[config.mk]
export PLATFORM = sky130hd
export DESIGN_NAME = hrsf_queue
export DESIGN_NICKNAME = d
export VERILOG_FILES = /design/src/rtl/hrsf_pkg.sv /design/src/rtl/hrsf_queue.sv
export SDC_FILE = /design/constraint.sdc
export NUM_CORES = 1
export LEC_CHECK = 0
export BUFFER_PORTS_ARGS = -buffer_cell sky130_fd_sc_hd__clkbuf_2
export CAP_MARGIN = 20
export CORE_AREA = 3 3 89 112
export CTS_CLUSTER_SIZE = 8
export DETAILED_ROUTE_END_ITERATION = 8
export DIE_AREA = 0 0 92 115
export GPL_ROUTABILITY_DRIVEN = 0
export PLACE_DENSITY = 0.7
export SLEW_MARGIN = 30
export SYNTH_ARGS = -nofsm -noshare
export SYNTH_HDL_FRONTEND = slang
export SYNTH_SLANG_ARGS = --single-unit
[constraint.sdc]
create_clock -name i_clk -period 5.1 [get_ports i_clk]
set_clock_uncertainty 0.2 [all_clocks]
set_input_delay 0.255 -clock i_clk [delete_from_list [all_inputs] [get_ports i_clk]]
set_output_delay 0.255 -clock i_clk [all_outputs]
set_load 0.05 [all_outputs]
[src/rtl/hrsf_pkg.sv]
// Shared types and constants for the human-readable size formatter.
// No dependencies; imported by every module of the block.
`default_nettype none

package hrsf_pkg;

    localparam int unsigned DIGITS_MAX    = 8;     // decimal digits of the largest whole part
    localparam logic [31:0] RECIP10       = 32'hCCCCCCCD;
    localparam int unsigned RECIP10_SHIFT = 35;

    localparam logic [7:0] CHAR_DOT  = 8'h2E;
    localparam logic [7:0] CHAR_ZERO = 8'h30;

    typedef enum logic [2:0] {
        UNIT_B = 3'd0,
        UNIT_K = 3'd1,
        UNIT_M = 3'd2,
        UNIT_G = 3'd3,
        UNIT_T = 3'd4
    } t_unit;

    typedef enum logic [1:0] {
        FS_IDLE,
        FS_CLASSIFY,
        FS_CONVERT,
        FS_PUSH
    } t_front_state;

    typedef enum logic {
        BS_IDLE,
        BS_EMIT
    } t_back_state;

    // one classified word: digits least significant first, count, tenth, unit
    typedef struct packed {
        logic [DIGITS_MAX-1:0][3:0] digits;
        logic [3:0]                 nd;
        logic [3:0]                 tenth;
        t_unit                      unit;
    } t_entry;

    function automatic logic [7:0] unit_letter(input t_unit u);
        logic [7:0] c;
        case (u)
            UNIT_B:  c = 8'h42;
            UNIT_K:  c = 8'h4B;
            UNIT_M:  c = 8'h4D;
            UNIT_G:  c = 8'h47;
            UNIT_T:  c = 8'h54;
            default: c = 8'h42;
        endcase
        return c;
    endfunction

endpackage

`default_nettype wire

[src/rtl/hrsf_queue.sv]
// Two-entry queue of classified words between front and back end.
// Uses hrsf_pkg for the entry type.
`default_nettype none

module hrsf_queue (
    input  wire                 i_clk,
    input  wire                 i_rst_n,
    input  wire                 i_push,
    input  hrsf_pkg::t_entry    i_entry,
    output logic                o_full,
    input  wire                 i_pop,
    output logic                o_empty,
    output hrsf_pkg::t_entry    o_head
);
    import hrsf_pkg::*;

    localparam int DEPTH = 2;
    localparam int PTR_W = $clog2(DEPTH);
    localparam int CNT_W = $clog2(DEPTH + 1);

    t_entry             r_mem [DEPTH];
    logic [PTR_W-1:0]   r_wr, r_rd;
    logic [CNT_W-1:0]   r_cnt;

    always_ff @(posedge i_clk) begin
        if (!i_rst_n) begin
            r_wr  <= '0;
            r_rd  <= '0;
            r_cnt <= '0;
        end else begin
            if (i_push) begin
                r_wr <= (r_wr == PTR_W'(DEPTH - 1)) ? '0 : r_wr + PTR_W'(1);
            end
            if (i_pop) begin
                r_rd <= (r_rd == PTR_W'(DEPTH - 1)) ? '0 : r_rd + PTR_W'(1);
            end
            r_cnt <= r_cnt + CNT_W'(i_push) - CNT_W'(i_pop);
        end
        if (i_push) begin
            r_mem[r_wr] <= i_entry;
        end
    end

    assign o_full  = (r_cnt == CNT_W'(DEPTH));
    assign o_empty = (r_cnt == '0);
    assign o_head  = r_mem[r_rd];

    a_no_overflow: assert property (@(posedge i_clk) disable iff (!i_rst_n)
        i_push |-> !o_full)
        else $error("push into full queue");

    a_no_underflow: assert property (@(posedge i_clk) disable iff (!i_rst_n)
        i_pop |-> !o_empty)
        else $error("pop from empty queue");

endmodule

`default_nettype wire

; Word level (Yosys, flattened, before mapping)
; Memories as Yosys holds them, arrays and structs flattened. A register that Yosys moved wholly into a read port is not among the register bits.
; Cells that the tools add are included.
[totals]
regBits = 4
latch_bits = 0
mem_bits_rw = 86
romBits = 0
inputBits = 47
mem_count = 1
[op_classes]
addsub = 4
n_mul = 0
div_mod_pow = 0
n_lt_le_gt_ge = 0
eq_ne = 1
shifts = 0
n_mux = 6
bitwise_logic = 0
n_reduce_logical = 1
[mem_list]
columns = name, words, word_bits, rd, rd_ports_with_merged_regs, write_ports, line
row1 = r_mem, 2, 43, 1, 1, 1, hrsf_queue.sv:21  ; t_entry r_mem [DEPTH];
[op_table]
columns = operator, count
row1 = $mux 1, 6
row2 = $add 1x1->1 const B, 2
row3 = $add 2x1->2, 1
row4 = $eq 2x2->1 const B, 1
row5 = $logic_not 2->1, 1
row6 = $sub 2x1->2, 1

; Logic depth before layout (Yosys ltp)
; Gate-level depths: netlist of run 1.
[logic_depth]
ltp_word = 4
ltp_mapped = 6
mapped_depth_nobuf = 6

; Worst setup path after synthesis of run 1
; Ideal clock, no wire load.
[synth_path]
path_type = register to register
startpoint = register r_wr
endpoint = memory r_mem[0][0] (netlist name) (enable)
setup_ps = 450
arrival_time_ps = 2256
t_required_ps = 4450
setup_slack_ps = 2194
path_stages_with_launch = 2
path_cell_list = dfxtp_1 > nor2b_1
[synth_lines]
columns = element, line
row1 = "start, declared", hrsf_queue.sv:22  ; logic [PTR_W-1:0] r_wr, r_rd;
row2 = "start signal, assigned", hrsf_queue.sv:32  ; r_wr <= (r_wr == PTR_W'(DEPTH - 1)) ? '0 : r_wr + PTR_W'(1);
row3 = "end, declared", hrsf_queue.sv:21
; Straight into the memory's write port.

==> results.toml, run 1 <==
[outcome]
status = "completed"

[cts]
cts-resized-gates = 0
numCtsBuffers = 9
insertion_delay_ns = 0.33
holdBufCountCts = 44
cts.sinks = 91
cts-root-buf = "clkbuf_16"
cts_tree = "done"
clock_path_buffers = 2
htree_levels = 3
clk_pin_slew_ns = 0.06
post-cts-setup-buffers = 0

[worst_hold_path]
holdCritStartpoint = "i_pop"
whs_path_depth = 3
whs_endpoint = "r_rd$_SDFFE_PN0P_"
hold_class = "input port to flop"

[timing]
drv_slew = 0
fin_setup_tns_ns = 0
fin_crit_ns = 2.63
rsz0062_at_grt = "no"
timing.fmax_mhz = 380
fin_crit_sh_pct = 51.6
max_slew.worst_pin.slew_ns = 0.664
slew_headroom_pct = 55.7
setup_violations = 0
hold_viol = 0

[placed_design]
portBuffers = 91
dp_hpwl_mm = 3.72
placedInstanceArea_um2 = 4080

[die]
die_h_um = 115
start_util_pct = 38.9
die_w_um = 92
rows = 39
coreArea_um2 = 9080
die-area_um2 = 10600
io_pins = 92

[drt]
vias = 1839
drt-pass1-iter-count = 4
antenna_left = 0
wl_per_cell_um = 13.6
drt_iter0_drc = 41
route.detailed.vias_per_inst = 4.32
drc = 0
drt-total-wl_mm = 5.79

[critical_path]
r2r_start = "r_wr$_SDFFE_PN0P_"
reg2reg_slack_ns = 3.23
r2r_end = "r_mem[0][9]$_DFFE_PP_"
required_ns = 4.64
ff2ff_path_depth = 2
worstPathArrival_ns = 2.18
worstSetupStartpointType = "flop"
end_kind = "primary output"
cp_max_fo = 28
path_class = "flop to primary output"

[layout]
final_common_cell = "clkbuf_2"
final_cell_area_um2 = 4800
drive_gt1_share_pct = 49.2
fillers = 771
area_delta_synth_final_pct = 35.7
diodes = 0
layout_common_cells = "clkbuf_2, edfxtp_1, dlygate4sd3_1"
finalNetCount = 347

[yosys]
synthCells = 155
ys_ff_latch = 91
mappedNetlistNets = 204
synth_seq_area_share_pct = 75.9
mappedNetlistArea_um2 = 3530
avgSynthCellArea_um2 = 22.8
ys_warn_count = 0
synth_cell_types = 14

[flow_run]
maxCapViolCount = 0

[global_routing]
grt_pass1_wl_mm = 9.27
antenna_found_initial = 0
grt_pass1_vias = 1902
grt_max_degree = 44
grt_util_all_layers_pct = 11.8
grt-ovfl-total = 0

[pwr]
cellPowerDensity_nw_per_um2 = 384
p_leak_uw = 0.00194
ir_drop_v = 0.000172
-- how the worst max path moves through the flow --
stage               cells after the start               from                    end  slack, ns
floorplan                               1  r_wr$_SDFFE_PN0P_  r_mem[0][0]$_DFFE_PP_       2.19
global placement                        3               flop             o_head[36]       2.78
detailed placement                      3               flop             o_head[36]       2.76
CTS                                     3               flop             o_head[36]       2.39
global route                            3               flop             o_head[36]       2.32
finish                                  3               flop             o_head[36]       2.47
-- where the power goes --
group	internal [uW]	switching [uW]	total (uW)
Clock	375	240	614
Sequential	864	17.7	881
Combinational	130	214	344
Total	1370	471	1840
-- per-layer routing --
| metal | vias up | global-route usage (%) | routed length (um) |
|---|---|---|---|
| li1 | 894 | - | - |
| met1 | 875 | 13.0 | 2250 |
| met2 | 59 | 20.3 | 3080 |
| met3 | 11 | 2.62 | 292 |
| met4 | 0 | 7.73 | 156 |
| met5 | - | 0 | 0 |
-- flip-flops by register name, summed over array words and instances (netlist names), named ones only --
signal and flops:
r_cnt 2, r_mem 86, r_rd 1, r_wr 1
-- cell families (layout without fill, tap and decap cells) --
logic type / count (synthesis) / in the layout / share of synthesized area (%)
flip-flops: 91 / 91 / 75.9
multiplexers: 43 / 43 / 18.0
AND/OR/NAND/NOR: 9 / 9 / 1.52
buffers and inverters: 7 / 155 / 2.80
adder cells (fa/ha/maj): 2 / 2 / 0.708
XOR/XNOR: 2 / 2 / 0.885
AO/OA/AOI/OAI: 1 / 1 / 0.213
-- area by class of cell --
class                           instances  area (um^2)  share of cell area, %
Multi-Input combinational cell         57          762                   15.9
Clock buffer                           12          236                   4.93
Inverter                                2         7.51                  0.157
Clock inverter                          4         41.3                  0.861
Tap cell                              123          154                   3.21
Sequential cell                        91         2680                   56.0
Timing Repair Buffer                  137          911                   19.0
-- per-stage QoR --
stage	power, uW	worst slack (ns)	std cells	util [%]	hold WS [ns]
2_1_floorplan	1160	2.19	155	-	0.154
3_3_place_gp	1210	2.78	366	44.9	0.244
3_5_place_dp	1220	2.76	366	44.9	0.248
4_1_cts	1870	2.39	426	52.8	0.0764
5_1_grt	1920	2.32	426	52.8	0.103
6_report	1840	2.47	426	52.8	0.0894
-- synth_stat cells --
library cell  count  share of area, %
and2_1            4              0.71
buf_12            4               2.3
buf_6             1              0.32
dfxtp_1           5               2.8
edfxtp_1         86                73
ha_1              2              0.71
inv_1             2              0.21
mux2_2            3              0.96
mux2_4           40                17
nor2_1            1              0.11
nor2b_1           4              0.71
o21a_1            1              0.21
xnor3_1           1              0.64
xor2_1            1              0.25
-- critical path, cell delays in order, from the launching register on --
cell and delay, ns:
dfxtp_2 0.65, buf_4 0.56, mux2_2 0.40, clkbuf_2 0.24
(Power assumes the default switching activity.)
==> inputs of run 2 (changes only) <==
Settings changed: PLACE_DENSITY 0.7 to 0.72.
Clock period 5.1 ns to 2.22 ns, I/O delays scaled along.
==> run 2 against run 1 <==
Against the previous run: final cell count rose by 0.94%; largest power group unchanged; setup slack worse by 2.2 ns; combinational power up 140%; die area is the same; global-route usage is 0.35 points higher; first-iteration DRC count up 130%; wire length rose by 2.3%; largest cell class unchanged; non-clock buffer count up 6.
==> results.toml, run 2 (synthesis results as in run 1) <==
[global_routing]
grt_pass1_wl_mm = 9.72
grt_max_degree = 44
grt_pass1_vias = 2033
grt_util_all_layers_pct = 12.1
antenna_found_initial = 0
grt-ovfl-total = 0

[drt]
drt-pass1-iter-count = 4
vias = 1851
route.detailed.vias_per_inst = 4.30
drt-total-wl_mm = 5.92
drc = 0
antenna_left = 0
wl_per_cell_um = 13.8
drt_iter0_drc = 93

[critical_path]
end_kind = "primary output"
worstPathArrival_ns = 1.65
crit_family = "buffers and inverters"
cp_max_fo = 22
critPathBufInv = 2
slowest_stage = "mux2_2"
path_class = "flop to primary output"
cp_cell_sequence = "buf_4 -> mux2_2 -> clkbuf_2"
required_ns = 1.91
crit_path_max_incr_delay_ns = 0.39
worstSetupStartpointType = "flop"

[cts]
clock_path_buffers = 2
cts.sinks = 91
insertion_delay_ns = 0.32
numCtsBuffers = 9
cts-root-buf = "clkbuf_16"
htree_levels = 3
clk_pin_slew_ns = 0.06
cts-resized-gates = 0
cts_tree = "done"

[layout]
regArea_um2 = 2680
multiInputGateArea_um2 = 761
finalNetCount = 353
regMostFlops = "r_mem"
final_cell_area_um2 = 4880
area_delta_synth_final_pct = 38.1
fillers = 755
diodes = 0
largest_reg_flops = 86
postLayoutCoreUtil_pct = 53.8
layout_common_cells = "clkbuf_2, edfxtp_1, dlygate4sd3_1"
drive_gt1_share_pct = 50.2
reg.largest.list = "r_mem x86, r_cnt x2"
final_common_cell = "clkbuf_2"

[placed_design]
portBuffers = 91
dp_hpwl_mm = 3.78
placedInstanceArea_um2 = 4110

[pwr]
cellPowerDensity_nw_per_um2 = 890
p_total_uw = 4340
p_leak_uw = 0.00198
ir_drop_v = 0.000524

[worst_hold_path]
hold_class = "input port to flop"

[die]
start_util_pct = 38.9
coreArea_um2 = 9080
die_w_um = 92
die-area_um2 = 10600
rows = 39
io_pins = 92
die_h_um = 115

[timing]
hold_viol = 0
max_slew.worst_pin.slew_ns = 0.397
fin_setup_tns_ns = 0
slew_headroom_pct = 73.5
fin_crit_ns = 1.96
setup_violations = 0
timing.fmax_mhz = 511
rsz0062_at_grt = "no"
drv_slew = 0
fin_crit_sh_pct = 88.1

[outcome]
status = "completed"

[flow_run]
maxCapViolCount = 0
==> run 2: layout make-up <==
class,instances,share of cell area (%)
sequential,91,55.0
timing repair buffer,143,20.0
multi-input combinational,57,15.6
clock buffer,11,4.77
tap,123,3.15
clock inverter,3,1.33
inverter,2,0.154
==> run 2: what timing repair did <==
item                                    in CTS  in global routing
hold buffers                                47                  0
endpoints found under the setup margin       0                  0
hold endpoints to repair                    91                  0
setup buffers                                0                  0
==> run 2: worst paths after layout <==
path	startpoint	endpoint	slack (ns)	cells after the start
worst min-delay path	i_entry[35]	r_mem[0][35]$_DFFE_PP_	0.31	2
worst max register to register	r_rd$_SDFFE_PN0P_	flop	0.75	3
worst max-delay path	flop	o_head[38]	0.26	3
worst min register to register	r_rd$_SDFFE_PN0P_	r_rd$_SDFFE_PN0P_	0.40	2
==> run 2: per-stage QoR <==
stage | setup slack, ns | hold slack [ns] | instances
final | 0.263 | 0.312 | 430
after global routing | 0.176 | 0.309 | 430
after CTS | 0.230 | 0.293 | 430
after detailed placement | 0.596 | 0.103 | 369
after global placement | 0.610 | 0.101 | 369
after floorplan | 0.143 | 0.00987 | 155
==> run 2: layer usage <==
metal  up-vias  wire (um)  global-route usage, %
met4         0        189                   7.53
li1        896          -                      -
met3        17        305                   2.75
met2        64       3120                   20.8
met1       874       2300                   13.7
met5         -          0                      0
==> run 2: report_power, final <==
group,internal (uW),switching [uW]
clock network,971,544
registers,1980,26.3
logic,310,509
