--- config.mk ---
export PLATFORM = sky130hd
export DESIGN_NAME = hrsf_back
export DESIGN_NICKNAME = d
export VERILOG_FILES = /design/src/rtl/hrsf_pkg.sv /design/src/rtl/hrsf_back.sv
export SDC_FILE = /design/constraint.sdc
export NUM_CORES = 1
export LEC_CHECK = 0
export ABC_AREA = 1
export BUFFER_PORTS_ARGS = -buffer_cell sky130_fd_sc_hd__buf_4
export CORE_AREA = 4 4 86 88
export DETAILED_ROUTE_END_ITERATION = 7
export DIE_AREA = 0 0 90 92
export PLACE_DENSITY = 0.87
export SYNTH_ARGS = -nofsm -noshare
export SYNTH_HDL_FRONTEND = slang
export SYNTH_SLANG_ARGS = --single-unit
--- constraint.sdc ---
create_clock -name i_clk -period 7.95 [get_ports i_clk]
set_input_delay 1.59 -clock i_clk [delete_from_list [all_inputs] [get_ports i_clk]]
set_output_delay 1.59 -clock i_clk [all_outputs]
set_load 0.005 [all_outputs]
--- src/rtl/hrsf_pkg.sv ---
// Shared types and constants for the human-readable size formatter.
// No dependencies; imported by every module of the block.
`default_nettype none

package hrsf_pkg;

    localparam int unsigned DIGITS_MAX    = 8;     // decimal digits of the largest whole part
    localparam logic [31:0] RECIP10       = 32'hCCCCCCCD;
    localparam int unsigned RECIP10_SHIFT = 35;

    localparam logic [7:0] CHAR_DOT  = 8'h2E;
    localparam logic [7:0] CHAR_ZERO = 8'h30;

    typedef enum logic [2:0] {
        UNIT_B = 3'd0,
        UNIT_K = 3'd1,
        UNIT_M = 3'd2,
        UNIT_G = 3'd3,
        UNIT_T = 3'd4
    } t_unit;

    typedef enum logic [1:0] {
        FS_IDLE,
        FS_CLASSIFY,
        FS_CONVERT,
        FS_PUSH
    } t_front_state;

    typedef enum logic {
        BS_IDLE,
        BS_EMIT
    } t_back_state;

    // one classified word: digits least significant first, count, tenth, unit
    typedef struct packed {
        logic [DIGITS_MAX-1:0][3:0] digits;
        logic [3:0]                 nd;
        logic [3:0]                 tenth;
        t_unit                      unit;
    } t_entry;

    function automatic logic [7:0] unit_letter(input t_unit u);
        logic [7:0] c;
        case (u)
            UNIT_B:  c = 8'h42;
            UNIT_K:  c = 8'h4B;
            UNIT_M:  c = 8'h4D;
            UNIT_G:  c = 8'h47;
            UNIT_T:  c = 8'h54;
            default: c = 8'h42;
        endcase
        return c;
    endfunction

endpackage

`default_nettype wire

--- src/rtl/hrsf_back.sv ---
// Back end: takes a classified word, applies the buffer-size truncation and
// sends the text out one character per cycle. Uses hrsf_pkg.
`default_nettype none

module hrsf_back (
    input  wire                 i_clk,
    input  wire                 i_rst_n,
    input  wire  [4:0]          i_buffer_size,
    input  wire                 i_empty,
    input  hrsf_pkg::t_entry    i_head,
    output logic                o_pop,
    output logic                o_char_valid,
    output logic [7:0]          o_char_code,
    output logic                o_last_char
);
    import hrsf_pkg::*;

    t_back_state  r_state, n_state;
    t_entry       r_entry, n_entry;
    logic [3:0]   r_nk, n_nk;       // digits kept after truncation
    logic         r_dot, n_dot;
    logic [3:0]   r_len, n_len;
    logic [3:0]   r_pos, n_pos;
    logic         r_valid, n_valid;
    logic [7:0]   r_char, n_char;
    logic         r_last, n_last;

    logic [4:0]   c_nd, c_lim, c_nk, c_j;
    logic         c_dot, c_ltr;
    logic [3:0]   c_idx;

    always_ff @(posedge i_clk) begin
        if (!i_rst_n) begin
            r_state <= BS_IDLE;
            r_valid <= 1'b0;
        end else begin
            r_state <= n_state;
            r_valid <= n_valid;
        end
        r_entry <= n_entry;
        r_nk    <= n_nk;
        r_dot   <= n_dot;
        r_len   <= n_len;
        r_pos   <= n_pos;
        r_char  <= n_char;
        r_last  <= n_last;
    end

    // truncation rules, evaluated on the queue head (buffer size >= 2 here)
    always_comb begin
        c_nd  = 5'(i_head.nd);
        c_lim = (i_head.unit == UNIT_B) ? i_buffer_size - 5'd2 : i_buffer_size - 5'd1;
        c_nk  = (c_nd < c_lim) ? c_nd : c_lim;
        if (i_head.unit == UNIT_B) begin
            c_dot = 1'b0;
            c_j   = c_nk;
            c_ltr = 1'b1;
        end else begin
            c_dot = (i_head.tenth != 4'd0) && (c_nk < i_buffer_size - 5'd2);
            c_j   = c_nk + (c_dot ? 5'd2 : 5'd0);
            c_ltr = (c_j < i_buffer_size - 5'd1);
        end
    end

    always_comb begin
        n_state = r_state;
        n_entry = r_entry;
        n_nk    = r_nk;
        n_dot   = r_dot;
        n_len   = r_len;
        n_pos   = r_pos;
        n_valid = 1'b0;
        n_char  = r_char;
        n_last  = r_last;
        o_pop   = 1'b0;
        c_idx   = r_entry.nd - 4'd1 - r_pos;
        case (r_state)
            BS_IDLE: begin
                if (!i_empty) begin
                    o_pop = 1'b1;
                    // a buffer of one or less prints nothing: drop the word
                    if (i_buffer_size > 5'd1) begin
                        n_entry = i_head;
                        n_nk    = c_nk[3:0];
                        n_dot   = c_dot;
                        n_len   = c_j[3:0] + 4'(c_ltr);
                        n_pos   = 4'd0;
                        n_state = BS_EMIT;
                    end
                end
            end
            BS_EMIT: begin
                n_valid = 1'b1;
                if (r_pos < r_nk) begin
                    n_char = {4'h3, r_entry.digits[c_idx[2:0]]};
                end else if (r_dot && r_pos == r_nk) begin
                    n_char = CHAR_DOT;
                end else if (r_dot && r_pos == r_nk + 4'd1) begin
                    n_char = CHAR_ZERO + 8'(r_entry.tenth);
                end else begin
                    n_char = unit_letter(r_entry.unit);
                end
                n_last = (r_pos == r_len - 4'd1);
                if (r_pos == r_len - 4'd1) begin
                    n_state = BS_IDLE;
                end else begin
                    n_pos = r_pos + 4'd1;
                end
            end
            default: begin
                n_state = BS_IDLE;
            end
        endcase
    end

    assign o_char_valid = r_valid;
    assign o_char_code  = r_char;
    assign o_last_char  = r_last;

    a_gap_after_last: assert property (@(posedge i_clk) disable iff (!i_rst_n)
        (o_char_valid && o_last_char) |=> !o_char_valid)
        else $error("character strobe right after last character");

    a_len_bound: assert property (@(posedge i_clk) disable iff (!i_rst_n)
        (r_state == BS_EMIT) |-> (r_len != 4'd0 && r_len <= 4'd11 && r_pos < r_len))
        else $error("text length out of range");

endmodule

`default_nettype wire

# Word level (Yosys, flattened, before mapping)
# Index checks and enable logic that the tools add are counted.
[totals] ff_bits=65 input_bits=51 output_inout_bits=11 word_cells=79
[op_classes] addsub=10 n_lt_le_gt_ge=6 eq_ne=10 n_mux=22 bitwise=2 n_reduce_logical=8
[ops] cell="$mux 4" n=6
[ops] cell="$pmux 5 s4" n=1
[ops] cell="$mux 5" n=3
[ops] cell="$bmux 4 s3" n=1
[ops] cell="$eq 4x4->1" n=3
[ops] cell="$lt 5x5->1" n=2
[ops] cell="$add 4x1->4 const B" n=2
[ops] cell="$pmux 4 s2" n=1
[ops] cell="$add 6x4->7 const A" n=1
[ops] cell="$mux 1" n=7
[ops] cell="$mux 7" n=1
[ops] cell="$eq 3x2->1 const B" n=2
[ops] cell="$ne 2x2->1 const B" n=3
[ops] cell="$reduce_and 3->1" n=2
[ops] cell="$add 5x2->5" n=1
[ops] cell="$gt 5x1->1 const B" n=1
[ops] cell="$lt 4x5->1" n=1
[ops] cell="$sub 5x1->5 const B" n=1
[ops] cell="$sub 5x2->5 const B" n=1
[ops] cell="$add 4x1->4" n=1
[ops] cell="$lt 3x4->1 const B" n=1
[ops] cell="$lt 4x4->1" n=1
[ops] cell="$reduce_bool 4->1" n=1
[ops] cell="$sub 4x1->4 const B" n=1
[ops] cell="other kinds (10)" n=13

# Logic depth before layout (Yosys ltp)
[logic_depth] depth_word=11 mapped_depth=38 mapped_depth_nobuf=38

# Worst setup path before layout
# OpenSTA, ideal clock, no wires.
[synth_timing] path_type="in2reg" start="input i_buffer_size[1]" end="register r_pos[0], enable pin" arrival_time_ns=6.164 slack_ns=1.466 cell_stages=9 path_cell_list="inv_1 > ha_1 > inv_1 > nor2_1 > nand2_1 > a21oi_1 > nor3_1 > inv_1 > nand2_1"
[synth_via] elab_chain_cells=3
[synth_rtl] element="start: declaration" line_no="hrsf_back.sv:8" text="input wire [4:0] i_buffer_size,"
[synth_rtl] element="$gt 5x1->1" line_no="hrsf_back.sv:82" text="if (i_buffer_size > 5'd1) begin"
[synth_rtl] element="$ne 2x2->1 (no line)"
[synth_rtl] element="$reduce_and 3->1 (no line)"
[synth_rtl] element="end signal: assignment" line_no="hrsf_back.sv:44" text="r_pos <= n_pos;"
[synth_rtl] element="end: declaration" line_no="hrsf_back.sv:23" text="logic [3:0] r_pos, n_pos;"
# No other way between the ends.
# A chain may end at the register's enable or synchronous reset.

# Worst setup path after layout
[layout_timing] start="input i_buffer_size[1]" end="register r_len[2], data pin"
[layout_via] elab_chain_cells=11
[layout_rtl] element="$sub 5x1->5 / $sub 5x2->5 (equally long branches)" line_no="hrsf_back.sv:52" text="c_lim = (i_head.unit == UNIT_B) ? i_buffer_size - 5'd2 : i_buffer_size - 5'd1;"
[layout_rtl] element="$mux 5 *" line_no="hrsf_back.sv:52"
[layout_rtl] element="$lt 4x5->1" line_no="hrsf_back.sv:53" text="c_nk = (c_nd < c_lim) ? c_nd : c_lim;"
[layout_rtl] element="$mux 5 *" line_no="hrsf_back.sv:53"
[layout_rtl] element="named net c_nk[2]" line_no="hrsf_back.sv:28" text="logic [4:0] c_nd, c_lim, c_nk, c_j;"
[layout_rtl] element="$lt 5x5->1" line_no="hrsf_back.sv:59" text="c_dot = (i_head.tenth != 4'd0) && (c_nk < i_buffer_size - 5'd2);"
[layout_rtl] element="$logic_and 1x1->1" line_no="hrsf_back.sv:59"
[layout_rtl] element="$mux 2" line_no="hrsf_back.sv:60" text="c_j = c_nk + (c_dot ? 5'd2 : 5'd0);"
[layout_rtl] element="$add 5x2->5" line_no="hrsf_back.sv:60"
[layout_rtl] element="$lt 5x5->1" line_no="hrsf_back.sv:61" text="c_ltr = (c_j < i_buffer_size - 5'd1);"
[layout_rtl] element="$mux 1" line_no="hrsf_back.sv:54" text="if (i_head.unit == UNIT_B) begin"
[layout_rtl] element="$add 4x1->4 *" line_no="hrsf_back.sv:86" text="n_len = c_j[3:0] + 4'(c_ltr);"
[layout_rtl] element="end signal: assignment" line_no="hrsf_back.sv:43" text="r_len <= n_len;"
[layout_rtl] element="end: declaration" line_no="hrsf_back.sv:22" text="logic [3:0] r_len, n_len;"
# The timed path passes the listed nets; every way through them passes the cells marked *.

==> flow_summary.toml <==
[run_status]
status = "complete, no violations"

[floorplan]
rows = 30
fp.dieH_um = 92
dieArea_sq_um = 8280
core-area_sq_um = 6644
die_w_um = 90
initial_core_util = 0.5507
io_pins = 62

[detailed_routing]
drc = 0
dr.pass1.iters = 4
routed_via_density = 5.527
wirelength_um = 7888
initialDrtViolationCount = 150
routedWlPerCell_um = 15.35
num_vias = 2841
ant_nets = 0

[synth]
synth_area_sq_um = 3659
syn_inst = 363
ys_seq_elements = 65
synth_edf_count = 63
synth.distinct_cells = 44
yosysSeqAreaShare = 0.5280
synth_top_cell_by_area = "edfxtp_1"
ys.flop_type = "edfxtp_1"
ys_top_cells_by_area = "edfxtp_1, ha_1, nand2_1"
postSynthAreaPerCell_sq_um = 10.08
yosysWarnings = 0
synth.most_common_cell = "edfxtp_1"
async_flop_share = 0
synth_top_area_frac = 0.5171
synth_common_cells = "edfxtp_1, nand2_1, inv_1"

[final_layout]
finalNonFillerCells = 514
utilization = 0.6578
nNetsFinal = 508
antennaDiodeCount = 0
seqCellArea_sq_um = 1932
nFillCells = 505
area_delta_synth_final_pct = 19.46
drive_gt1_frac = 0.2488
multiInputGateArea_sq_um = 1520

[placement]
place_ws_ps = 1244
place_congestion = 0.9294
dp_hpwl_um = 5952
dp.cells = 498
port_buffers = 60

[setup_path]
crit_type = "in2reg"
crit_family = "adder cells"
r2r_start = "r_pos[0]"
crit_slowest_cell = "a2111oi_0"
max_stage_delay_ps = 350
crit_start = "i_buffer_size[1]"
cp_max_fo = 8
arrival_ps = 6520
endpoint_kind = "flop"
cpMostUsedCell = "nand2_1"
crit_buf_inv = 6
start_kind = "input port"
required_ps = 8050

[timing]
setup-tns-final_ps = 0
finalSetupViolCount = 0
max-slew-margin-rel = 0.5711
skew_ps = 8.011
drv_slew = 0
min_period_ps = 6423
hold_viol_final = 0
final.setup.worst_slack_ps = 1527
finalCritPeriodShare = 0.8079
rsz0062_at_grt = "no"
tightestPinTransition_ps = 643.4
max_freq_ghz = 0.1557

[power]
p_leak_nw = 1.933
power_w = 0.001057
power_density_nw_per_um2 = 241.8
vdd_ir_drop_max_uv = 87.96

[cts]
clock_latency_ps = 350
cts-root-buf = "clkbuf_8"
path_clk_slew_ps = 70
cts_tree = "built"
h-tree-depth = 3
cts_sinks = 65
cts.path.max_buffers = 2
post_cts_buffers = 0
hold_buffers = 0
cts_resized = 0
cts_inserted_buffers = 9

[global_routing]
grt.total_usage = 0.1955
grt_pass1_wl_um = 12630
grt_overflow = 0
first_global_vias = 2856
antenna_found_initial = 0
grt_max_degree = 53

[run]
drv_cap = 0

[worst_hold_path]
hold_path.startpoint = "r_entry[4]"
hold_path_class = "reg2reg"
## worst paths after layout
kind                    end  slack (ps)  depth (start not counted)
max                r_len[2]        1530                         37
min          o_char_code[1]         610                          2
max reg2reg  o_char_code[1]        5220                          9
min reg2reg  o_char_code[1]         610                          2
## routing by layer
metal,share of wire,vias up,GRT usage
met5,0,-,0
met4,0.031,0,0.1480
met3,0.053,23,0.02461
met2,0.52,105,0.3522
met1,0.39,1336,0.2085
li1,-,1377,-
## where the power goes
part,switching [W],internal (W),leakage [nW]
sequential,0.0000252,0.000435,0.619
combinational,0.000189,0.000135,1.22
clock,0.000128,0.000144,0.0909
## cell usage in the layout (no fill, tap or decap), types with 3 or more instances in the layout
cell | Yosys | layout
edfxtp_1 | 63 | 63
nand2_1 | 62 | 62
buf_4 | 1 | 61
inv_1 | 39 | 39
nor2_1 | 38 | 38
ha_1 | 27 | 27
nand3_1 | 19 | 19
o21ai_0 | 17 | 17
a21oi_1 | 13 | 13
nand2_2 | 12 | 12
xnor2_1 | 9 | 9
clkbuf_8 | 0 | 9
nand3_2 | 5 | 5
o22ai_1 | 5 | 5
a211oi_1 | 4 | 4
xor2_1 | 4 | 4
or2_2 | 4 | 4
o21ai_2 | 3 | 3
inv_2 | 3 | 3
nand4_1 | 3 | 3
## through the flow
stage | hold slack [ps] | area, sq um
after floorplan | 533.1 | 3662
after global placement | 558.2 | 4177
after detailed placement | 575.5 | 4177
after CTS | 612.7 | 4370
after global routing | 643.6 | 4370
final | 606.6 | 4370
## worst reg2reg max path, cell delays in order, from the launching register on
cell	delay, ps
edfxtp_1	470
inv_1	160
ha_1	160
inv_1	50
fa_1	680
inv_1	250
a21oi_1	170
o21ai_0	100
a311oi_1	360
nor2_1	80
## logic make-up after synthesis
family | after synthesis | share of synthesized area
and+or+nand+nor | 154 | 0.1967
buffers and inverters | 50 | 0.05882
muxes | 1 | 0.002736
adders and majority gates | 28 | 0.09781
AOI/OAI and AO/OA | 51 | 0.08379
xor gates and xnor gates | 13 | 0.03112
other | 1 | 0.001025
DFF | 65 | 0.5280
## registers in the layout, summed over array words and instances (netlist names)
name / count
r_pos: 4
r_entry: 42
o_char_valid: 1
o_last_char: 1
r_state: 1
o_char_code: 7
r_dot: 1
r_nk: 4
r_len: 4
## final cells by class
type | count | area share
clock buffer | 9 | 0.02834
clock inverter | 7 | 0.01603
inverter | 43 | 0.03808
multi-input combinational | 249 | 0.3478
sequential | 65 | 0.4420
tap | 80 | 0.02290
timing repair buffer | 61 | 0.1048
Power figures use the tool's default switching activity.
